File: config.mk
export PLATFORM = sky130hd
export DESIGN_NAME = postscript_string_decoder_unit_flat
export DESIGN_NICKNAME = d
export VERILOG_FILES = /design/src/hw/rtl/psdec_pkg.sv /design/src/hw/rtl/psdec_in_if.sv /design/src/hw/rtl/psdec_out_if.sv /design/src/hw/rtl/psdec_step.sv /design/src/hw/rtl/psdec_outq.sv /design/src/hw/rtl/postscript_string_decoder_unit.sv /design/src/flat_wrapper.sv
export SDC_FILE = /design/constraint.sdc
export NUM_CORES = 1
export LEC_CHECK = 0
export BUFFER_PORTS_ARGS = -buffer_cell sky130_fd_sc_hd__buf_2
export CORE_MARGIN = 2
export CORE_UTILIZATION = 46
export DETAILED_ROUTE_END_ITERATION = 10
export GPL_ROUTABILITY_DRIVEN = 0
export PLACE_DENSITY = 0.7
export SLEW_MARGIN = 20
export SYNTH_ARGS = -nofsm -noshare
export SYNTH_HDL_FRONTEND = slang
export SYNTH_SLANG_ARGS = --single-unit
File: constraint.sdc
create_clock -name clk_i -period 9.5 [get_ports clk_i]
set_clock_uncertainty 0.15 [all_clocks]
set_input_delay 0 -clock clk_i [delete_from_list [all_inputs] [get_ports clk_i]]
set_output_delay 0 -clock clk_i [all_outputs]
set_load 0.02 [all_outputs]
File: src/hw/rtl/psdec_pkg.sv
// ----------------------------------------------------------------------------
// PostScript string decoder package
// Shared types, character codes and helper functions of the string decoder.
// ----------------------------------------------------------------------------
package psdec_pkg;

  // Deepest parenthesis nesting accepted inside a literal string.
  localparam int unsigned NEST_LIMIT = 255;
  localparam int unsigned DEPTH_W    = $clog2(NEST_LIMIT + 1);

  // Result queue between the decode stage and the output channel.
  localparam int unsigned QDEPTH = 4;
  localparam int unsigned QPTR_W = $clog2(QDEPTH);
  localparam int unsigned QCNT_W = QPTR_W + 1;

  typedef enum logic [2:0] {
    M_IDLE = 3'd0,
    M_LIT  = 3'd1,
    M_ESC  = 3'd2,
    M_OCT  = 3'd3,
    M_HEXH = 3'd4,
    M_HEXL = 3'd5
  } mode_e;

  typedef enum logic [1:0] {
    ST_OK   = 2'd0,
    ST_LINE = 2'd1,
    ST_HEX  = 2'd2,
    ST_DEEP = 2'd3
  } status_e;

  localparam logic [7:0] CH_LPAREN = 8'h28;
  localparam logic [7:0] CH_RPAREN = 8'h29;
  localparam logic [7:0] CH_BSLASH = 8'h5C;
  localparam logic [7:0] CH_LT     = 8'h3C;
  localparam logic [7:0] CH_GT     = 8'h3E;
  localparam logic [7:0] CH_ZERO   = 8'h30;
  localparam logic [7:0] CH_SEVEN  = 8'h37;
  localparam logic [7:0] CH_NINE   = 8'h39;
  localparam logic [7:0] CH_UA     = 8'h41;
  localparam logic [7:0] CH_UF     = 8'h46;
  localparam logic [7:0] CH_LA     = 8'h61;
  localparam logic [7:0] CH_LF     = 8'h66;
  localparam logic [7:0] CH_SPACE  = 8'h20;
  localparam logic [7:0] CH_TAB    = 8'h09;
  localparam logic [7:0] CH_CR     = 8'h0D;
  localparam logic [7:0] CH_B      = 8'h62;
  localparam logic [7:0] CH_F      = 8'h66;
  localparam logic [7:0] CH_N      = 8'h6E;
  localparam logic [7:0] CH_R      = 8'h72;
  localparam logic [7:0] CH_T      = 8'h74;

  // Byte values of the named escapes.
  localparam logic [7:0] BS_BYTE = 8'd8;
  localparam logic [7:0] HT_BYTE = 8'd9;
  localparam logic [7:0] LF_BYTE = 8'd10;
  localparam logic [7:0] FF_BYTE = 8'd12;
  localparam logic [7:0] CR_BYTE = 8'd13;

  // Offsets that turn a hex letter into its nibble value.
  localparam logic [7:0] UHEX_OFS = CH_UA - 8'd10;
  localparam logic [7:0] LHEX_OFS = CH_LA - 8'd10;

  typedef struct packed {
    logic [7:0] data_byte;
    logic       has_byte;
    logic       string_end;
    logic [1:0] status;
  } result_t;

  typedef struct packed {
    logic    push0;
    logic    push1;
    result_t res0;
    result_t res1;
  } push_t;

  typedef struct packed {
    logic       ok;
    logic [3:0] val;
  } nibble_t;

  function automatic result_t mk_res(logic [7:0] b, logic has, logic e, status_e s);
    result_t r;
    r.data_byte  = b;
    r.has_byte   = has;
    r.string_end = e;
    r.status     = s;
    return r;
  endfunction

  function automatic nibble_t nibble_of(logic [7:0] c);
    nibble_t n;
    n.ok  = 1'b1;
    n.val = c[3:0];
    if (c >= CH_ZERO && c <= CH_NINE) begin
      n.val = c[3:0];
    end else if (c >= CH_UA && c <= CH_UF) begin
      n.val = 4'(c - UHEX_OFS);
    end else if (c >= CH_LA && c <= CH_LF) begin
      n.val = 4'(c - LHEX_OFS);
    end else begin
      n.ok = 1'b0;
    end
    return n;
  endfunction

  function automatic logic is_white(logic [7:0] c);
    return (c == CH_SPACE) || (c >= CH_TAB && c <= CH_CR);
  endfunction

  function automatic logic is_octal(logic [7:0] c);
    return (c >= CH_ZERO) && (c <= CH_SEVEN);
  endfunction

endpackage

File: src/hw/rtl/psdec_in_if.sv
// ----------------------------------------------------------------------------
// String decoder character channel
// Valid/ready channel that carries one source character or a line end.
// ----------------------------------------------------------------------------
interface psdec_in_if;
  logic       valid;
  logic       ready;
  logic [7:0] char_in;
  logic       line_end;

  modport source (output valid, output char_in, output line_end, input ready);
  modport sink   (input valid, input char_in, input line_end, output ready);
endinterface

File: src/hw/rtl/psdec_out_if.sv
// ----------------------------------------------------------------------------
// String decoder result channel
// Valid/ready channel that carries one decoded byte or string end marker.
// ----------------------------------------------------------------------------
interface psdec_out_if;
  logic       valid;
  logic       ready;
  logic [7:0] data_byte;
  logic       has_byte;
  logic       string_end;
  logic [1:0] status;

  modport source (output valid, output data_byte, output has_byte,
                  output string_end, output status, input ready);
  modport sink   (input valid, input data_byte, input has_byte,
                  input string_end, input status, output ready);
endinterface

File: src/hw/rtl/psdec_step.sv
// ----------------------------------------------------------------------------
// String decoder step
// Input register, decoder state and the per-character decode logic that
// produces up to two results for the result queue.
// ----------------------------------------------------------------------------
module psdec_step (
  input  logic            clk_i,
  input  logic            rst_ni,
  psdec_in_if.sink        in_i,
  input  logic            room_i,
  output psdec_pkg::push_t push_o
);
  import psdec_pkg::*;

  localparam logic [DEPTH_W-1:0] LIMIT_D = DEPTH_W'(NEST_LIMIT);

  logic               in_vld_q;
  logic [7:0]         char_q;
  logic               le_q;
  logic               fire;

  mode_e              mode_q, mode_d;
  logic [DEPTH_W-1:0] depth_q, depth_d;
  logic [7:0]         oct_val_q, oct_val_d;
  logic [1:0]         oct_cnt_q, oct_cnt_d;
  logic [3:0]         hnib_q, hnib_d;

  // Literal character handling, shared by the literal and octal modes.
  logic               lit_has;
  result_t            lit_res;
  mode_e              lit_mode;
  logic [DEPTH_W-1:0] lit_depth;
  logic               lit_idle;
  logic [DEPTH_W-1:0] dec_depth;

  logic               go_idle;
  nibble_t            nib;
  logic [7:0]         oct_next;
  logic [1:0]         oct_cnt_inc;
  push_t              push;

  assign fire       = in_vld_q && room_i;
  assign in_i.ready = !in_vld_q || fire;

  always_ff @(posedge clk_i or negedge rst_ni) begin
    if (!rst_ni) begin
      in_vld_q <= 1'b0;
    end else if (in_i.ready) begin
      in_vld_q <= in_i.valid;
    end
  end

  always_ff @(posedge clk_i) begin
    if (in_i.valid && in_i.ready) begin
      char_q <= in_i.char_in;
      le_q   <= in_i.line_end;
    end
  end

  assign dec_depth = (depth_q != '0) ? depth_q - DEPTH_W'(1) : '0;

  always_comb begin
    lit_has   = 1'b1;
    lit_res   = mk_res(char_q, 1'b1, 1'b0, ST_OK);
    lit_mode  = M_LIT;
    lit_depth = depth_q;
    lit_idle  = 1'b0;
    if (char_q == CH_LPAREN) begin
      if (depth_q >= LIMIT_D) begin
        lit_res  = mk_res(8'd0, 1'b0, 1'b1, ST_DEEP);
        lit_idle = 1'b1;
      end else begin
        lit_depth = depth_q + DEPTH_W'(1);
      end
    end else if (char_q == CH_RPAREN) begin
      lit_depth = dec_depth;
      if (dec_depth == '0) begin
        lit_res  = mk_res(8'd0, 1'b0, 1'b1, ST_OK);
        lit_idle = 1'b1;
      end
    end else if (char_q == CH_BSLASH) begin
      lit_has  = 1'b0;
      lit_mode = M_ESC;
    end
  end

  assign nib         = nibble_of(char_q);
  assign oct_next    = {oct_val_q[4:0], char_q[2:0]};
  assign oct_cnt_inc = oct_cnt_q + 2'd1;

  always_comb begin
    mode_d    = mode_q;
    depth_d   = depth_q;
    oct_val_d = oct_val_q;
    oct_cnt_d = oct_cnt_q;
    hnib_d    = hnib_q;
    go_idle   = 1'b0;
    push.push0 = 1'b0;
    push.push1 = 1'b0;
    push.res0  = mk_res(8'd0, 1'b0, 1'b0, ST_OK);
    push.res1  = mk_res(8'd0, 1'b0, 1'b0, ST_OK);

    if (le_q) begin
      go_idle = 1'b1;
      if (mode_q == M_OCT) begin
        push.push0 = 1'b1;
        push.res0  = mk_res(oct_val_q, 1'b1, 1'b0, ST_OK);
        push.push1 = 1'b1;
        push.res1  = mk_res(8'd0, 1'b0, 1'b1, ST_LINE);
      end else if (mode_q != M_IDLE) begin
        push.push0 = 1'b1;
        push.res0  = mk_res(8'd0, 1'b0, 1'b1, ST_LINE);
      end
    end else begin
      unique case (mode_q)
        M_LIT: begin
          push.push0 = lit_has;
          push.res0  = lit_res;
          mode_d     = lit_mode;
          depth_d    = lit_depth;
          go_idle    = lit_idle;
        end
        M_ESC: begin
          mode_d     = M_LIT;
          push.push0 = 1'b1;
          if (char_q == CH_B) begin
            push.res0 = mk_res(BS_BYTE, 1'b1, 1'b0, ST_OK);
          end else if (char_q == CH_F) begin
            push.res0 = mk_res(FF_BYTE, 1'b1, 1'b0, ST_OK);
          end else if (char_q == CH_N) begin
            push.res0 = mk_res(LF_BYTE, 1'b1, 1'b0, ST_OK);
          end else if (char_q == CH_R) begin
            push.res0 = mk_res(CR_BYTE, 1'b1, 1'b0, ST_OK);
          end else if (char_q == CH_T) begin
            push.res0 = mk_res(HT_BYTE, 1'b1, 1'b0, ST_OK);
          end else if (is_octal(char_q)) begin
            push.push0 = 1'b0;
            oct_val_d  = {5'd0, char_q[2:0]};
            oct_cnt_d  = 2'd1;
            mode_d     = M_OCT;
          end else begin
            push.res0 = mk_res(char_q, 1'b1, 1'b0, ST_OK);
          end
        end
        M_OCT: begin
          if (is_octal(char_q)) begin
            oct_val_d = oct_next;
            oct_cnt_d = oct_cnt_inc;
            if (oct_cnt_inc == 2'd3) begin
              push.push0 = 1'b1;
              push.res0  = mk_res(oct_next, 1'b1, 1'b0, ST_OK);
              oct_val_d  = 8'd0;
              oct_cnt_d  = 2'd0;
              mode_d     = M_LIT;
            end
          end else begin
            // Flush the collected value, then treat the character as literal.
            push.push0 = 1'b1;
            push.res0  = mk_res(oct_val_q, 1'b1, 1'b0, ST_OK);
            push.push1 = lit_has;
            push.res1  = lit_res;
            oct_val_d  = 8'd0;
            oct_cnt_d  = 2'd0;
            mode_d     = lit_mode;
            depth_d    = lit_depth;
            go_idle    = lit_idle;
          end
        end
        M_HEXH: begin
          if (!is_white(char_q)) begin
            if (char_q == CH_GT) begin
              push.push0 = 1'b1;
              push.res0  = mk_res(8'd0, 1'b0, 1'b1, ST_OK);
              go_idle    = 1'b1;
            end else if (!nib.ok) begin
              push.push0 = 1'b1;
              push.res0  = mk_res(8'd0, 1'b0, 1'b1, ST_HEX);
              go_idle    = 1'b1;
            end else begin
              hnib_d = nib.val;
              mode_d = M_HEXL;
            end
          end
        end
        M_HEXL: begin
          if (!is_white(char_q)) begin
            push.push0 = 1'b1;
            if (char_q == CH_GT) begin
              push.res0 = mk_res({hnib_q, 4'd0}, 1'b1, 1'b1, ST_OK);
              go_idle   = 1'b1;
            end else if (!nib.ok) begin
              push.res0 = mk_res(8'd0, 1'b0, 1'b1, ST_HEX);
              go_idle   = 1'b1;
            end else begin
              push.res0 = mk_res({hnib_q, nib.val}, 1'b1, 1'b0, ST_OK);
              hnib_d    = 4'd0;
              mode_d    = M_HEXH;
            end
          end
        end
        default: begin
          go_idle = 1'b1;
          if (char_q == CH_LPAREN) begin
            go_idle = 1'b0;
            mode_d  = M_LIT;
            depth_d = DEPTH_W'(1);
            oct_val_d = 8'd0;
            oct_cnt_d = 2'd0;
            hnib_d    = 4'd0;
          end else if (char_q == CH_LT) begin
            go_idle = 1'b0;
            mode_d  = M_HEXH;
            depth_d = '0;
            oct_val_d = 8'd0;
            oct_cnt_d = 2'd0;
            hnib_d    = 4'd0;
          end
        end
      endcase
    end

    if (go_idle) begin
      mode_d    = M_IDLE;
      depth_d   = '0;
      oct_val_d = 8'd0;
      oct_cnt_d = 2'd0;
      hnib_d    = 4'd0;
    end

    push.push0 = push.push0 && fire;
    push.push1 = push.push1 && fire;
  end

  assign push_o = push;

  always_ff @(posedge clk_i or negedge rst_ni) begin
    if (!rst_ni) begin
      mode_q    <= M_IDLE;
      depth_q   <= '0;
      oct_val_q <= 8'd0;
      oct_cnt_q <= 2'd0;
      hnib_q    <= 4'd0;
    end else if (fire) begin
      mode_q    <= mode_d;
      depth_q   <= depth_d;
      oct_val_q <= oct_val_d;
      oct_cnt_q <= oct_cnt_d;
      hnib_q    <= hnib_d;
    end
  end

endmodule

File: src/hw/rtl/psdec_outq.sv
// ----------------------------------------------------------------------------
// String decoder result queue
// Small register queue that takes up to two results per cycle and hands
// them out one per transaction on the result channel.
// ----------------------------------------------------------------------------
module psdec_outq (
  input  logic             clk_i,
  input  logic             rst_ni,
  input  psdec_pkg::push_t push_i,
  output logic             room_o,
  psdec_out_if.source      out_o
);
  import psdec_pkg::*;

  result_t           mem_q [QDEPTH];
  logic [QPTR_W-1:0] wr_ptr_q, wr_ptr_d;
  logic [QPTR_W-1:0] rd_ptr_q;
  logic [QCNT_W-1:0] cnt_q, cnt_d;
  logic              pop;
  result_t           head;

  assign pop      = out_o.valid && out_o.ready;
  assign wr_ptr_d = wr_ptr_q + QPTR_W'(push_i.push0) + QPTR_W'(push_i.push1);
  assign cnt_d    = cnt_q + QCNT_W'(push_i.push0) + QCNT_W'(push_i.push1)
                    - QCNT_W'(pop);

  // Room for two results regardless of what leaves this cycle.
  assign room_o = cnt_q <= QCNT_W'(QDEPTH - 2);

  always_ff @(posedge clk_i or negedge rst_ni) begin
    if (!rst_ni) begin
      wr_ptr_q <= '0;
      rd_ptr_q <= '0;
      cnt_q    <= '0;
    end else begin
      wr_ptr_q <= wr_ptr_d;
      cnt_q    <= cnt_d;
      if (pop) begin
        rd_ptr_q <= rd_ptr_q + QPTR_W'(1);
      end
    end
  end

  always_ff @(posedge clk_i) begin
    if (push_i.push0) begin
      mem_q[wr_ptr_q] <= push_i.res0;
    end
    if (push_i.push1) begin
      mem_q[wr_ptr_q + QPTR_W'(1)] <= push_i.res1;
    end
  end

  assign head             = mem_q[rd_ptr_q];
  assign out_o.valid      = cnt_q != '0;
  assign out_o.data_byte  = head.data_byte;
  assign out_o.has_byte   = head.has_byte;
  assign out_o.string_end = head.string_end;
  assign out_o.status     = head.status;

`ifndef ASSERT_OFF
  a_no_overflow: assert property (@(posedge clk_i) disable iff (!rst_ni)
    cnt_q <= QCNT_W'(QDEPTH))
    else $error("result queue overflow");

  a_push_order: assert property (@(posedge clk_i) disable iff (!rst_ni)
    push_i.push1 |-> push_i.push0)
    else $error("second result pushed without a first");

  a_push_room: assert property (@(posedge clk_i) disable iff (!rst_ni)
    (push_i.push0 || push_i.push1) |-> room_o)
    else $error("result pushed without room");

  a_status_end: assert property (@(posedge clk_i) disable iff (!rst_ni)
    (out_o.valid && out_o.status != ST_OK) |-> out_o.string_end)
    else $error("error status on a result that does not end the string");

  a_empty_byte: assert property (@(posedge clk_i) disable iff (!rst_ni)
    (out_o.valid && !out_o.has_byte) |-> (out_o.data_byte == 8'd0))
    else $error("nonzero data on a result without a byte");
`endif

endmodule

File: src/hw/rtl/postscript_string_decoder_unit.sv
// ----------------------------------------------------------------------------
// PostScript string decoder unit
// Decodes literal and hex strings from a character stream into bytes.
// ----------------------------------------------------------------------------
// Usage:
// The in_i channel takes one character per transaction, or a line end when
// line_end is set. The out_o channel delivers decoded bytes one per
// transaction; string_end marks the last result of a string and status
// reports how it ended.
// An accepted character is registered in the input register and decoded from
// there once the queue has room for two results; its results are written to a
// four-entry result queue, whose head is offered on the out_o channel.
// Throughput is one character per cycle while the receiver keeps up. A
// character that yields two results (a flushed octal escape followed by
// another result) fills the queue faster than it drains; the decode stage
// waits whenever the queue lacks room for two results.
// Reset empties the queue and returns the decoder to the state outside any
// string. When the receiver stalls, results stay in the queue and the input
// keeps being accepted until the queue lacks room for two results and a
// character waits in the input register.
// ----------------------------------------------------------------------------
module postscript_string_decoder_unit (
  input  logic        clk_i,
  input  logic        rst_ni,
  psdec_in_if.sink    in_i,
  psdec_out_if.source out_o
);
  import psdec_pkg::*;

  push_t push;
  logic  room;

  psdec_step u_step (
    .clk_i  (clk_i),
    .rst_ni (rst_ni),
    .in_i   (in_i),
    .room_i (room),
    .push_o (push)
  );

  psdec_outq u_outq (
    .clk_i  (clk_i),
    .rst_ni (rst_ni),
    .push_i (push),
    .room_o (room),
    .out_o  (out_o)
  );

endmodule
File: src/flat_wrapper.sv
// flat-port wrapper written by rule: the top's interface ports become plain ports
module postscript_string_decoder_unit_flat import psdec_pkg::*;
  (clk_i, rst_ni, in_i_valid, in_i_char_in, in_i_line_end, in_i_ready, out_o_valid, out_o_data_byte, out_o_has_byte, out_o_string_end, out_o_status, out_o_ready);
  psdec_in_if in_i_i ();
  psdec_out_if out_o_i ();
  input  logic clk_i;
  input  logic rst_ni;
  input wire logic [$bits(in_i_i.valid)-1:0] in_i_valid;
  input wire logic [$bits(in_i_i.char_in)-1:0] in_i_char_in;
  input wire logic [$bits(in_i_i.line_end)-1:0] in_i_line_end;
  output wire logic [$bits(in_i_i.ready)-1:0] in_i_ready;
  output wire logic [$bits(out_o_i.valid)-1:0] out_o_valid;
  output wire logic [$bits(out_o_i.data_byte)-1:0] out_o_data_byte;
  output wire logic [$bits(out_o_i.has_byte)-1:0] out_o_has_byte;
  output wire logic [$bits(out_o_i.string_end)-1:0] out_o_string_end;
  output wire logic [$bits(out_o_i.status)-1:0] out_o_status;
  input wire logic [$bits(out_o_i.ready)-1:0] out_o_ready;
  assign in_i_i.valid = in_i_valid;
  assign in_i_i.char_in = in_i_char_in;
  assign in_i_i.line_end = in_i_line_end;
  assign in_i_ready = in_i_i.ready;
  assign out_o_valid = out_o_i.valid;
  assign out_o_data_byte = out_o_i.data_byte;
  assign out_o_has_byte = out_o_i.has_byte;
  assign out_o_string_end = out_o_i.string_end;
  assign out_o_status = out_o_i.status;
  assign out_o_i.ready = out_o_ready;
  postscript_string_decoder_unit u_core (.clk_i(clk_i), .rst_ni(rst_ni), .in_i(in_i_i), .out_o(out_o_i));
endmodule
== Yosys cells after proc, flatten, opt, wreduce, memory -nomap -nowiden ==
Memory sizes are Yosys's and may differ from the RTL's.
Index checks and enable logic that the tools add are counted.

* Bits in registers: 42
* RAM bits: 48
* Input bits: 13
* Output and inout bits: 14
* Word-level logic and storage cells: 232
* Memories kept: 1

{| class="wikitable"
|+ Memories
! name !! depth !! bits a word !! rd ports !! clocked after memory_dff !! wr ports !! RTL line !! RTL
|-
| u_core.u_outq.mem_q || 4 || 12 || 1 || 0 || 2 || psdec_outq.sv:15 || <nowiki>result_t mem_q [QDEPTH];</nowiki>
|}

* Add/subtract/negate cells: 12
* $lt $le $gt $ge: 11
* Equal/unequal tests: 35
* Multiplexer cells: 133
* Reductions and logical operators: 29

{| class="wikitable"
|+ Operators with widths
! kind !! count
|-
| two-way mux 12 bit || 18
|-
| two-way mux 8 bit || 20
|-
| one-hot mux 12 bit (5 select lines) || 1
|-
| two-way mux 4 bit || 13
|-
| two-way mux 3 bit || 17
|-
| == test 8 x 7 -> 1 bit (second input constant) || 6
|-
| one-hot mux 8 bit (3 select lines) || 2
|-
| two-way mux 2 bit || 21
|-
| == test 8 x 6 -> 1 bit (second input constant) || 5
|-
| inequality test 3 bit (second input constant) || 13
|-
| two-way mux 1 bit || 35
|-
| AND reduction 10 bit || 3
|-
| two-way mux 26 bit || 1
|-
| >= comparator 8 x 7 -> 1 bit (second input constant) || 2
|-
| less-or-equal comparator 8 x 6 -> 1 bit (second input constant) || 2
|-
| less-or-equal comparator 8 x 7 -> 1 bit (second input constant) || 2
|-
| nonzero test 8 bit || 2
|-
| one-hot mux 3 bit (5 select lines) || 1
|-
| nonzero test 5 bit || 3
|-
| one-hot mux 4 bit (3 select lines) || 1
|-
| logical AND 1 bit || 10
|-
| OR reduction 3 bit || 3
|-
| adder 8 x 1 -> 8 bit (second input constant) || 1
|-
| >= comparator 8 x 4 -> 1 bit (second input constant) || 1
|-
| other kinds (25) || 37
|}

== Depth between registers and ports, before layout ==
* Depth in word-level cells: 14
* Gate-level depth with buffers: 14
* Gate-level depth less buffers: 13

== Modules after synthesis ==
A second synthesis with hierarchy kept.

* Cell total of the unflattened synthesis: 583
* Area, all modules: 6257.3 um2

{| class="wikitable"
|+ Modules (own cells, without submodules)
! module !! times used !! cells each !! area an instance (um2) !! seq. area each (um2)
|-
| psdec_step || 1 || 431 || 3418.3 || 920.9
|-
| psdec_outq || 1 || 152 || 2839.0 || 1616.6
|}

== Worst setup path after synthesis ==
OpenSTA, ideal clock, no wires.

* Kind: register -> register
* From: reg u_core.u_step.char_q[1]
* To: reg u_core.u_outq.cnt_q[2]
* Setup time: 0.123 ns
* Data arrival time: 3.502 ns
* Data required time: 9.227 ns
* Path slack: 5.726 ns
* Stages on the path, launching flop included: 15
* Buffers on the path: 1
* Clock period less this slack: 3.774 ns
* Cells stage by stage: edfxtp_1 clkbuf_1 inv_1 ha_1 nor4b_1 a2111oi_0 o21ba_2 nand3_1 o2111ai_1 nand2_1 ha_1 inv_1 fa_1 fa_1 xnor2_1

* Longest elaborated chain between the ends: 14
* Elaborated cells on any way between the ends: 51
* Classes of those cells: 3 x add/sub; 9 x order compare; 10 x eq/ne; 21 x mux; 8 x reduce/logical

{| class="wikitable"
|+ Ends and longest elaborated chain
! element !! RTL line !! RTL
|-
| start, declared || psdec_step.sv:18 || <nowiki>logic [7:0] char_q;</nowiki>
|-
| start signal, assigned || psdec_step.sv:55 || <nowiki>char_q <= in_i.char_in;</nowiki>
|-
| >= comparator 8 x 7 -> 1 bit, or another cell as far along || psdec_pkg.sv:100 || <nowiki>end else if (c >= CH_LA && c <= CH_LF) begin</nowiki>
|-
| logical AND 1 bit (on tied branches) || psdec_pkg.sv:100, psdec_pkg.sv:113 ||
|-
| two-way mux 1 bit (on tied branches) || psdec_pkg.sv:100, psdec_step.sv:136 ||
|-
| two-way mux 1 bit (on tied branches) || psdec_pkg.sv:98, psdec_step.sv:134 ||
|-
| two-way mux 1 bit (on tied branches) || psdec_pkg.sv:96, psdec_step.sv:132 ||
|-
| two-way mux 1 bit (on tied branches) || psdec_step.sv:175, psdec_step.sv:130 ||
|-
| two-way mux 1 bit (on tied branches) || psdec_step.sv:171, psdec_step.sv:128 ||
|-
| two-way mux 1 bit (on tied branches) || n/a ||
|-
| one-hot mux 1 bit (5 select lines) || psdec_step.sv:115 || <nowiki>unique case (mode_q)</nowiki>
|-
| two-way mux 26 bit * || psdec_step.sv:103 || <nowiki>if (le_q) begin</nowiki>
|-
| logical AND 1 bit || psdec_step.sv:230 || <nowiki>push.push0 = push.push0 && fire;</nowiki>
|-
| adder 3 x 1 -> 3 bit || psdec_outq.sv:24 || <nowiki>assign cnt_d = cnt_q + QCNT_W'(push_i.push0) + QCNT_W'(push_i.push1)</nowiki>
|-
| adder 3 x 1 -> 3 bit * || psdec_outq.sv:24 ||
|-
| subtractor 3 x 1 -> 3 bit * || psdec_outq.sv:25 || <nowiki>- QCNT_W'(pop);</nowiki>
|-
| via u_core.u_outq.cnt_d[2] || psdec_outq.sv:18 || <nowiki>logic [QCNT_W-1:0] cnt_q, cnt_d;</nowiki>
|-
| end signal, assigned || psdec_outq.sv:37 || <nowiki>cnt_q <= cnt_d;</nowiki>
|-
| end, declared || psdec_outq.sv:18 ||
|}

Mark *: on every way through the listed nets, which the timed path passes. The rest lies on a longest branch.
A chain may end at the register's enable or synchronous reset.

== Worst setup path after layout ==
Ends and elaborated chain as after synthesis.

==> metrics.txt <==
status=complete, no violations; Antenna Violating Nets Remaining=0; core area=12,600 um^2; Buf+Inv Stages, Crit Path=2; Slew Limit Fails=0; Max H-tree Level=3; kind of critical path=flop to flop; DIE AREA=13,800 um^2; setup TNS=0 ns; worst path cell trace=inv_1 > ha_1 > nor4b_1 > a2111oi_0 > o21ba_2 > nand3_1 > o2111ai_1 > nand2_1 > ha_1 > inv_1 > fa_1 > fa_1 > xnor2_1; Ys Warns=0; Layout area overhead=10.9%; Skew-Pair Late Insertion Delay=0.36 ns; diode count=0; Worst Hold Margin=0.0954 ns; Synth Instances=609; final worst path period need=4.32 ns; hpwl dp=11,300 um; grt met3 use=0.0375; buffers added on ports=26; Setup crit start kind=flop; met1 track demand over resource=0.319; CTS max path bufs=2; drt first pass iters=5; DRC Markers=0; cell accounting for the most synthesized area=edfxtp_1; CP delay by family, top=adder cells; Final Core Density=0.522; final WL=16,000 um; total grt overflow=0; final instance area=6560 um^2; Net count, final=652; RSZ-0062 raised after global routing=no; count of cell types in the netlist=90; Initial Util=0.471; CTS clk-pin slew, worst paths=0.07 ns; I/O pin cnt=27; Root Buffer=clkbuf_16; Fmax=232 MHz; Final period util=0.454; Post-Syn Area per Cell=9.71 um^2; Post-Synthesis Cell Area=5910 um^2; DR iter-0 viols=581; Seq/Total Area, Yosys=0.429; WP data arrival=4.41 ns; Max Cap Violations=0; Mapped Nets=634; Setup-failing EPs final=0; vias in the first global route=4,929; initial antenna violation count=0; Final Hold Viols=0; largest net degree at the start of global routing=34; Slew @ Worst Pin=0.988 ns; Setup crit end kind=flop; HP Class=input port to asynchronous set/reset pin; Critical Path Fanout Max=14; vias=5,228; DP Area=6160 um^2; Pwr per Cell Area=176 nW/um^2; GRT Total Usage=0.239; die span in y=117 um; Peak supply drop=0.196 mV; Critical Path Max Stage Delay=0.64 ns; CTS buffer count=9; post-synthesis async set-or-reset flop share=0.367; number of vias per cell=6.50; relative slew slack=0.339; CTS tree=done; layout cells sized above 1=0.142; Worst path slowest cell=edfxtp_1; Total Power=1.16 mW; Yosys top cell area share=0.289; Site Rows=41; met2 track demand over resource=0.379; Synth Flop Type=edfxtp_1; Post-synth EDFFs=57; Avg WL per Cell=19.9 um; synth top area cells=edfxtp_1, dfrtp_1, o21ai_0; leakage=2.51 nW; Worst EP required=9.60 ns; first-pass GRT wire length=26,000 um; CTS Sinks=90; GRT busiest layer=met2; chip width=117 um; FF+latch count, synth=90
-- kinds of logic after synthesis --
logic type / share of synthesized area
adders and majority gates: 0.0292
and+or+nand+nor: 0.196
DFF: 0.429
buffers and inverters: 0.0440
xor gates and xnor gates: 0.0104
muxes: 0.0611
AOI/OAI and AO/OA: 0.230
-- synthesized netlist by cell type (all sizes together) (5+ instances only) --
master	instances
edfxtp	57
mux4	12
o211ai	7
a21oi	41
nor3	12
o31ai	9
nor2	40
a31oi	12
o21ai	70
and3	6
inv	26
or3	6
xnor2	5
nor2b	7
a22o	9
dfrtp	33
nand4	7
buf	17
a22oi	5
nand2b	7
a21boi	5
clkbuf	18
mux2i	8
nand3	36
ha	9
nand2	59
and2	6
o22ai	7
-- final timing paths --
kind	startpoint	end	cells past startpoint	slack [ns]
max	u_core.u_step.char_q[1]$_DFFE_PP_	u_core.u_outq.cnt_q[2]$_DFF_PN0_	13	5.18
min	rst_ni	u_core.u_step.depth_q[2]$_DFFE_PN0P_	2	0.1
max in group asynchronous	rst_ni	u_core.u_step.oct_val_q[6]$_DFFE_PN0P_	2	8.62
min reg2reg	u_core.u_step.hnib_q[1]$_DFFE_PN0P_	u_core.u_step.hnib_q[1]$_DFFE_PN0P_	2	0.34
min in group clk_i	in_i_char_in[2]	u_core.u_step.char_q[2]$_DFFE_PP_	2	0.20
max reg2reg	u_core.u_step.char_q[1]$_DFFE_PP_	u_core.u_outq.cnt_q[2]$_DFF_PN0_	13	5.18
-- where the power goes --
| part | internal, mW | switching (mW) |
|---|---|---|
| Sequential | 0.445 | 0.0839 |
| Combinational | 0.113 | 0.165 |
| Clock | 0.182 | 0.168 |
-- per-stage QoR --
step / std cells / worst slack (ns)
final: 804 / 5.18
after global placement: 776 / 5.52
after floorplan: 609 / 5.73
after CTS: 804 / 5.27
after detailed placement: 776 / 5.28
after global routing: 804 / 4.91
-- placed cells by master, fill, tap and decap left out, types with 6 or more instances in the layout --
cell            n
o21ai_0        60
nand2_1        58
edfxtp_1       57
a21oi_1        41
nor2_1         40
nand3_1        34
dfrtp_1        33
inv_1          26
buf_2          26
mux4_2         12
a31oi_1        12
dlygate4sd3_1  12
nor3_1          9
o21ai_1         9
a22o_1          9
ha_1            9
clkbuf_16       9
mux2i_1         8
nand2b_1        7
nor2b_1         7
o22ai_1         7
and2_1          6
nand4_1         6
and3_1          6
o211ai_1        6
-- state kept, by name (all words and copies together), names as in the netlist --
signal / cells
u_core.u_step.le_q: 1
u_core.u_step.hnib_q: 4
u_core.u_step.oct_val_q: 8
u_core.u_step.in_vld_q: 1
u_core.u_outq.cnt_q: 3
u_core.u_step.mode_q: 3
u_core.u_outq.rd_ptr_q: 2
u_core.u_outq.mem_q: 48
u_core.u_step.oct_cnt_q: 2
u_core.u_step.depth_q: 8
u_core.u_step.char_q: 8
u_core.u_outq.wr_ptr_q: 2
-- layer usage --
metal	up-vias	share of wire
li1	2364	-
met1	2526	0.41
met2	278	0.47
met3	60	0.081
met4	0	0.041
met5	-	0
-- repair_timing --
item                                   in CTS  in global routing
hold buffers                               12                  0
endpoints found under the hold margin      45                  0
resized for setup                           0                  0
setup buffers                               0                  0
-- final cells by class --
class | instances | area (um^2)
clock inverters | 7 | 58.8
repair buffers | 42 | 280
multi-input cells | 457 | 3140
clock buffers | 9 | 225
well taps | 172 | 215
fillers | 1130 | 6010
flip-flops and latches | 90 | 2540
inverters | 27 | 101
(Power assumes the default switching activity.)
